### config.mk
export PLATFORM = sky130hd
export DESIGN_NAME = gamepad_poll_reply_decoder
export DESIGN_NICKNAME = d
export VERILOG_FILES = /design/src/rtl/core/gprd_pkg.sv /design/src/rtl/core/gamepad_poll_reply_decoder.sv
export SDC_FILE = /design/constraint.sdc
export NUM_CORES = 1
export LEC_CHECK = 0
export BUFFER_PORTS_ARGS = -buffer_cell sky130_fd_sc_hd__buf_4
export CORE_ASPECT_RATIO = 1.75
export CORE_MARGIN = 5
export CORE_UTILIZATION = 32
export DETAILED_ROUTE_END_ITERATION = 10
export PLACE_DENSITY = 0.47
export SYNTH_ARGS = -nofsm -noshare
export SYNTH_HDL_FRONTEND = slang
export SYNTH_SLANG_ARGS = --single-unit
### constraint.sdc
create_clock -name clk_i -period 17.6 [get_ports clk_i]
set_clock_uncertainty 0.2 [all_clocks]
set_input_delay 1.76 -clock clk_i [delete_from_list [all_inputs] [get_ports clk_i]]
set_output_delay 1.76 -clock clk_i [all_outputs]
set_load 0.05 [all_outputs]
### src/rtl/core/gprd_pkg.sv
// Shared constants and the packed result layout for the gamepad poll reply decoder.
// No dependencies; imported by the decoder top level and its checker.

package gprd_pkg;

  // Packet and port geometry
  localparam int MAX_PACKET  = 32;
  localparam int PORT_COUNT  = 2;
  localparam int IDX_W       = $clog2(MAX_PACKET + 1);
  // Only the first bytes up to the last pressure byte are ever decoded
  localparam int KEEP_BYTES  = 21;

  // Reply framing constants
  localparam logic [7:0]  REPLY_MARK   = 8'h5A;
  localparam logic [7:0]  ID_NONE      = 8'h00;
  localparam logic [7:0]  ID_FLOAT     = 8'hFF;
  localparam logic [7:0]  SHIFT_FILL   = 8'hFF;
  localparam logic [7:0]  STICK_CENTRE = 8'h80;
  localparam logic [15:0] BUTTON_MASK  = 16'hFFFF;

  // Minimum lengths for each section of the reply
  localparam int MIN_LEN_VALID    = 5;
  localparam int MIN_LEN_STICKS   = 9;
  localparam int MIN_LEN_PRESSURE = 21;

  // Byte positions inside a reply
  localparam int POS_ID       = 1;
  localparam int POS_MARK     = 2;
  localparam int POS_BTN_LO   = 3;
  localparam int POS_BTN_HI   = 4;
  localparam int POS_STICK    = 5;
  localparam int POS_PRES_LO  = 9;
  localparam int POS_PRES_HI  = 17;

  // Result word as carried on the output tdata, connected in bit 0
  typedef struct packed {
    logic [6:0]  pad;
    logic [31:0] error_count;
    logic [31:0] frame_count;
    logic [31:0] pressure_high;
    logic [63:0] pressure_low;
    logic [7:0]  left_y;
    logic [7:0]  left_x;
    logic [7:0]  right_y;
    logic [7:0]  right_x;
    logic [15:0] buttons;
    logic [7:0]  pad_id;
    logic        connected;
  } gprd_res_t;

  localparam int RES_W = $bits(gprd_res_t);

endpackage

### src/rtl/core/gamepad_poll_reply_decoder.sv
// Gamepad poll reply decoder top level: byte capture, reply check and per-port state.
// Depends on gprd_pkg for constants and the result layout.

// Reply bytes are taken one per cycle with no gaps required; the byte marked
// tlast closes the reply, and its decoded port state goes through the capture
// register and then the result register before it appears on the output.
// Replies that fail the check still give a result, with an incremented error
// count. The output register lets a new byte in while a result waits, so the
// input stalls only when both the capture register and the result register
// are full. Bytes past the maximum packet length are dropped and the reply
// length stops at that maximum.
module gamepad_poll_reply_decoder
  import gprd_pkg::*;
(
  input  logic             clk_i,
  input  logic             rst_ni,
  input  logic             s_axis_tvalid,
  output logic             s_axis_tready,
  input  logic [7:0]       s_axis_tdata,   // [7:0] data
  input  logic [1:0]       s_axis_tuser,   // [0] port, [1] shifted
  input  logic             s_axis_tlast,   // last byte of the reply
  output logic             m_axis_tvalid,
  input  logic             m_axis_tready,
  output logic [RES_W-1:0] m_axis_tdata,   // connected, pad_id, buttons, right_x, right_y,
                                           // left_x, left_y, pressure_low, pressure_high,
                                           // frame_count, error_count, zero fill
  output logic             m_axis_tuser    // [0] port_out
);

  // Handshake control
  logic s_acc;
  logic res_free;
  logic dec_go;

  // Byte capture
  logic [IDX_W-1:0] idx_q, idx_d;
  logic [7:0]       buf_q [KEEP_BYTES];

  // Capture register for a closed reply
  logic             dec_valid_q;
  logic             dec_port_q;
  logic             dec_shift_q;
  logic [IDX_W-1:0] dec_len_q;

  // Per-port state that outlives a reply; id, buttons and sticks are rebuilt every time
  logic [63:0] plo_q  [PORT_COUNT];
  logic [31:0] phi_q  [PORT_COUNT];
  logic [31:0] frm_q  [PORT_COUNT];
  logic [31:0] err_q  [PORT_COUNT];

  // Decode path
  logic [7:0] pkt [KEEP_BYTES];
  logic       good;
  gprd_res_t  res_d;

  // Result register
  logic       res_valid_q;
  gprd_res_t  res_q;
  logic       res_port_q;

  assign res_free      = !res_valid_q || m_axis_tready;
  assign dec_go        = dec_valid_q && res_free;
  assign s_axis_tready = !dec_valid_q || res_free;
  assign s_acc         = s_axis_tvalid && s_axis_tready;

  // Byte count saturates at the maximum packet length
  always_comb begin
    if (idx_q < IDX_W'(MAX_PACKET)) begin
      idx_d = idx_q + IDX_W'(1);
    end else begin
      idx_d = idx_q;
    end
  end

  always_ff @(posedge clk_i or negedge rst_ni) begin
    if (!rst_ni) begin
      idx_q       <= '0;
      dec_valid_q <= 1'b0;
    end else begin
      if (s_acc) begin
        idx_q <= s_axis_tlast ? '0 : idx_d;
      end
      if (s_acc && s_axis_tlast) begin
        dec_valid_q <= 1'b1;
      end else if (dec_go) begin
        dec_valid_q <= 1'b0;
      end
    end
  end

  // Closed reply details; payload only
  always_ff @(posedge clk_i) begin
    if (s_acc && s_axis_tlast) begin
      dec_port_q  <= s_axis_tuser[0];
      dec_shift_q <= s_axis_tuser[1];
      dec_len_q   <= idx_d;
    end
  end

  // Byte store: each slot written only when the count points at it
  always_ff @(posedge clk_i) begin
    for (int k = 0; k < KEEP_BYTES; k++) begin
      if (s_acc && idx_q == IDX_W'(k)) begin
        buf_q[k] <= s_axis_tdata;
      end
    end
  end

  // Reply bytes as seen after the optional one-byte realignment
  always_comb begin
    pkt[0] = dec_shift_q ? SHIFT_FILL : buf_q[0];
    for (int k = 1; k < KEEP_BYTES; k++) begin
      pkt[k] = dec_shift_q ? buf_q[k-1] : buf_q[k];
    end
  end

  // Reply check
  assign good = (dec_len_q >= IDX_W'(MIN_LEN_VALID)) &&
                (pkt[POS_ID] != ID_NONE) && (pkt[POS_ID] != ID_FLOAT) &&
                (pkt[POS_MARK] == REPLY_MARK);

  // Next state of the addressed port, which is also the reported result
  always_comb begin
    res_d               = '0;
    res_d.pressure_low  = plo_q[dec_port_q];
    res_d.pressure_high = phi_q[dec_port_q];
    res_d.frame_count   = frm_q[dec_port_q];
    res_d.error_count   = err_q[dec_port_q];
    res_d.right_x       = STICK_CENTRE;
    res_d.right_y       = STICK_CENTRE;
    res_d.left_x        = STICK_CENTRE;
    res_d.left_y        = STICK_CENTRE;
    if (good) begin
      res_d.connected   = 1'b1;
      res_d.pad_id      = pkt[POS_ID];
      res_d.buttons     = ~{pkt[POS_BTN_HI], pkt[POS_BTN_LO]} & BUTTON_MASK;
      res_d.frame_count = frm_q[dec_port_q] + 32'd1;
      if (dec_len_q >= IDX_W'(MIN_LEN_STICKS)) begin
        res_d.right_x = pkt[POS_STICK];
        res_d.right_y = pkt[POS_STICK+1];
        res_d.left_x  = pkt[POS_STICK+2];
        res_d.left_y  = pkt[POS_STICK+3];
      end
      res_d.pressure_low  = '0;
      res_d.pressure_high = '0;
      if (dec_len_q >= IDX_W'(MIN_LEN_PRESSURE)) begin
        for (int i = 0; i < 8; i++) begin
          res_d.pressure_low[8*i +: 8] = pkt[POS_PRES_LO + i];
        end
        for (int i = 0; i < 4; i++) begin
          res_d.pressure_high[8*i +: 8] = pkt[POS_PRES_HI + i];
        end
      end
    end else begin
      res_d.error_count = err_q[dec_port_q] + 32'd1;
    end
  end

  // Per-port state update
  always_ff @(posedge clk_i or negedge rst_ni) begin
    if (!rst_ni) begin
      for (int p = 0; p < PORT_COUNT; p++) begin
        plo_q[p]  <= '0;
        phi_q[p]  <= '0;
        frm_q[p]  <= '0;
        err_q[p]  <= '0;
      end
    end else if (dec_go) begin
      plo_q[dec_port_q]  <= res_d.pressure_low;
      phi_q[dec_port_q]  <= res_d.pressure_high;
      frm_q[dec_port_q]  <= res_d.frame_count;
      err_q[dec_port_q]  <= res_d.error_count;
    end
  end

  // Result register
  always_ff @(posedge clk_i or negedge rst_ni) begin
    if (!rst_ni) begin
      res_valid_q <= 1'b0;
    end else if (res_free) begin
      res_valid_q <= dec_valid_q;
    end
  end

  always_ff @(posedge clk_i) begin
    if (dec_go) begin
      res_q      <= res_d;
      res_port_q <= dec_port_q;
    end
  end

  assign m_axis_tvalid = res_valid_q;
  assign m_axis_tdata  = res_q;
  assign m_axis_tuser  = res_port_q;

endmodule

==> flow_metrics.env <==
export IMPL_status="finished, final reports clean"
export IMPL_first_global_vias=21200
export IMPL_drive_gt1_share_pct=17.9
export IMPL_dieHeight_microns=426
export IMPL_peakVddDrop_uv=73.3
export IMPL_rsz0062_at_grt="false"
export IMPL_netlist_instances=2617
export IMPL_drtIter0Drc=1176
export IMPL_grt_overflow=0
export IMPL_met2_usage_pct=30.5
export IMPL_syn_avg_cell_area_sq_um=12.1
export IMPL_synth_flop_cell="edfxtp_1"
export IMPL_core_area_sq_mm=0.0981
export IMPL_crit_end="frm_q[60]$_DFFE_PN0P_"
export IMPL_crit_fanout=77
export IMPL_worstSetupPathType="flip-flop to flip-flop"
export IMPL_cts_resized_gates=0
export IMPL_start_util_pct=32.2
export IMPL_placed_area_sq_mm=0.0346
export IMPL_clock_path_buffers=3
export IMPL_max_slew_margin_pct=18.9
export IMPL_antenna_found_initial=3
export IMPL_dp_worst_setup_slack_ns=12.47
export IMPL_synth_warnings=0
export IMPL_hold_viol=0
export IMPL_final_cell_mix="394 x edfxtp_1, 366 x nand2_1, 328 x dfrtp_1, 260 x buf_4, 201 x o21ai_0"
export IMPL_seq_area_frac_synth_pct=63.4
export IMPL_worst_endpoint_arrival_ns=5.18
export IMPL_ant_nets=0
export IMPL_drc=0
export IMPL_cts_tree="yes"
export IMPL_report_final_slew_viol_count=0
export IMPL_critical_path_startpoint="dec_shift_q$_DFFE_PP_"
export IMPL_gp_congestion=0.819
export IMPL_yosysTopAreaCell="edfxtp_1"
export IMPL_io_pins=242
export IMPL_synth_area_leaders="edfxtp_1 37%, dfrtp_1 26%, nand2_1 4.4%, mux2_2 4.1%, o21ai_0 3.2%"
export IMPL_rows=152
export IMPL_final_cell_area_sq_mm=0.0370
export IMPL_via_count=20400
export IMPL_synth_top_area_share_pct=37.4
export IMPL_drtPass1Iterations=6
export IMPL_fin_crit_sh_pct=27.4
export IMPL_final_common_cell="edfxtp_1"
export IMPL_place_inst=4021
export IMPL_fin_total_pwr_uw=3810
export IMPL_p_per_area_mw_per_mm2=103
export IMPL_gr_usage_met3_pct=2.49
export IMPL_worstMarginPinSlew_ns=1.21
export IMPL_busiest_layer="met2"
export IMPL_wl_microns=88700
export IMPL_use_met1_pct=19.8
export IMPL_min_path_cells=1
export IMPL_cts_sinks=722
export IMPL_leakagePower_uw=0.0144
export IMPL_layout_setup_ws_ns=12.78
export IMPL_synth_seq_cells=722
export IMPL_grt_pass1_wl_microns=134000
export IMPL_die_x_microns=248
export IMPL_cts_hold_buf=0
export IMPL_setup_viol=0
export IMPL_fin_tns_setup_ns=0
export IMPL_netlist_area_sq_mm=0.0316
export IMPL_reg2reg_from="dec_shift_q$_DFFE_PP_"
export IMPL_viasPerCell=4.90
export IMPL_wire_per_inst_microns=21.4
export IMPL_postCtsSetupRepairBufs=0
export IMPL_synth_edf_count=394
export IMPL_ys_async_sr_fraction_pct=45.4
export IMPL_grt_max_degree=215
export IMPL_htreeDepth=3
export IMPL_antennaDiodeCount=0
export IMPL_worstSkewPairLatency_ns=0.65
export IMPL_io_buffers=234
export IMPL_cp_start_kind="flip-flop"
export IMPL_final_cells=4154
export IMPL_clkTransAtPathRegs_ns=0.06
export IMPL_reg2reg_to="frm_q[60]$_DFFE_PN0P_"
export IMPL_maxClockFrequency_mhz=207
export IMPL_yosys_cell_types_count=66
export IMPL_r2r_cells=9
export IMPL_grt_total_usage_pct=16.6
export IMPL_syn2layout_area_growth_pct=17.0
export IMPL_fin_nets=2808
export IMPL_cts_root_buf="clkbuf_16"
export IMPL_endpoint_kind="flip-flop"
export IMPL_layout_min_cycle_time_ns=4.82
export IMPL_die_area_sq_mm=0.105
export IMPL_cap_violations=0
export IMPL_r2r_setup_slack_ns=12.78
export IMPL_worstPathRequired_ns=17.96
export IMPL_min_path_type="flip-flop to flip-flop"
export IMPL_hpwlAfterDp_microns=59400
export IMPL_numCtsBuffers=73
-- worst min path at each step --
stage / start / end / slack, ns
2_1_floorplan: frm_q[52]$_DFFE_PN0P_ / frm_q[52]$_DFFE_PN0P_ / 0.23
3_3_place_gp: phi_q[62]$_DFFE_PN0P_ / phi_q[62]$_DFFE_PN0P_ / 0.25
3_5_place_dp: frm_q[60]$_DFFE_PN0P_ / frm_q[60]$_DFFE_PN0P_ / 0.26
4_1_cts: frm_q[60]$_DFFE_PN0P_ / frm_q[60]$_DFFE_PN0P_ / 0.26
5_1_grt: err_q[31]$_DFFE_PN0P_ / err_q[31]$_DFFE_PN0P_ / 0.28
6_report: frm_q[60]$_DFFE_PN0P_ / frm_q[60]$_DFFE_PN0P_ / 0.26
-- sequential cells by signal (all words and copies together), names as in the netlist, 6 cells and up --
signal / count
err_q: 64
buf_q: 168
phi_q: 64
idx_q: 6
m_axis_tdata: 217
plo_q: 128
frm_q: 64
dec_len_q: 6
-- kinds of logic (layout without fill, tap and decap cells) --
logic type | Yosys count | count (layout) | share of synthesized area, %
flip-flops | 722 | 722 | 63.4
multiplexers | 186 | 186 | 6.34
buffers and inverters | 182 | 404 | 2.51
adder cells (fa/ha/maj) | 6 | 6 | 0.237
AND/OR/NAND/NOR | 834 | 834 | 12.7
other | 1 | 7 | 0.0119
AO/OA/AOI/OAI | 501 | 501 | 9.68
XOR/XNOR | 185 | 185 | 5.12
-- cell type report --
| class | count | area [sq um] |
|---|---|---|
| tap | 1309 | 1640 |
| sequential | 722 | 20000 |
| clock buffer | 101 | 2080 |
| timing repair buffer | 262 | 1990 |
| fill | 9563 | 61100 |
| clock inverter | 32 | 347 |
| multi-input combinational | 1719 | 10900 |
| inverter | 9 | 46.3 |
-- critical path: stages (launching register included) --
cell and delay (ns):
edfxtp_1 0.39, buf_4 0.28, buf_4 0.45, nor3b_1 0.32, nand4b_1 0.27, a211oi_1 0.90, nand3_4 0.74, buf_4 0.61
nor3_1 0.31, xor2_1 0.17
-- synth_stat cells, drive strengths merged, types with 5 or more instances --
| cell | n |
|---|---|
| nand3 | 58 |
| and3 | 9 |
| clkbuf | 102 |
| a21oi | 124 |
| dfrtp | 328 |
| and4 | 6 |
| mux2 | 115 |
| inv | 9 |
| a211oi | 115 |
| buf | 71 |
| a32oi | 8 |
| nand2 | 367 |
| ha | 6 |
| xor2 | 75 |
| a22oi | 6 |
| a21o | 5 |
| nand4 | 19 |
| mux2i | 71 |
| xnor2 | 110 |
| nand4b | 11 |
| nor2b | 134 |
| nor2 | 106 |
| nor4 | 8 |
| nand2b | 11 |
| o21ai | 201 |
| nand3b | 16 |
| nor3 | 52 |
| edfxtp | 394 |
| a32o | 11 |
| and2 | 12 |
| a211o | 8 |
| or3 | 5 |
| or2 | 5 |
-- layer usage --
layer / part of all wire, % / wire [microns]
met4: 2.8 / 2510
met2: 53 / 46900
met3: 4.1 / 3660
met5: 0 / 0
met1: 40 / 35600
-- metrics by stage --
stage,hold WS [ns],utilization [%]
5_1_grt,0.284,37.7
4_1_cts,0.265,37.7
3_3_place_gp,0.253,35.2
3_5_place_dp,0.256,35.2
2_1_floorplan,0.234,-
6_report,0.264,37.7
-- power breakdown --
part / switching [uW] / internal [uW]
Combinational: 240 / 83.4
Clock: 676 / 929
Sequential: 36.2 / 1850
Power figures use the tool's default switching activity.
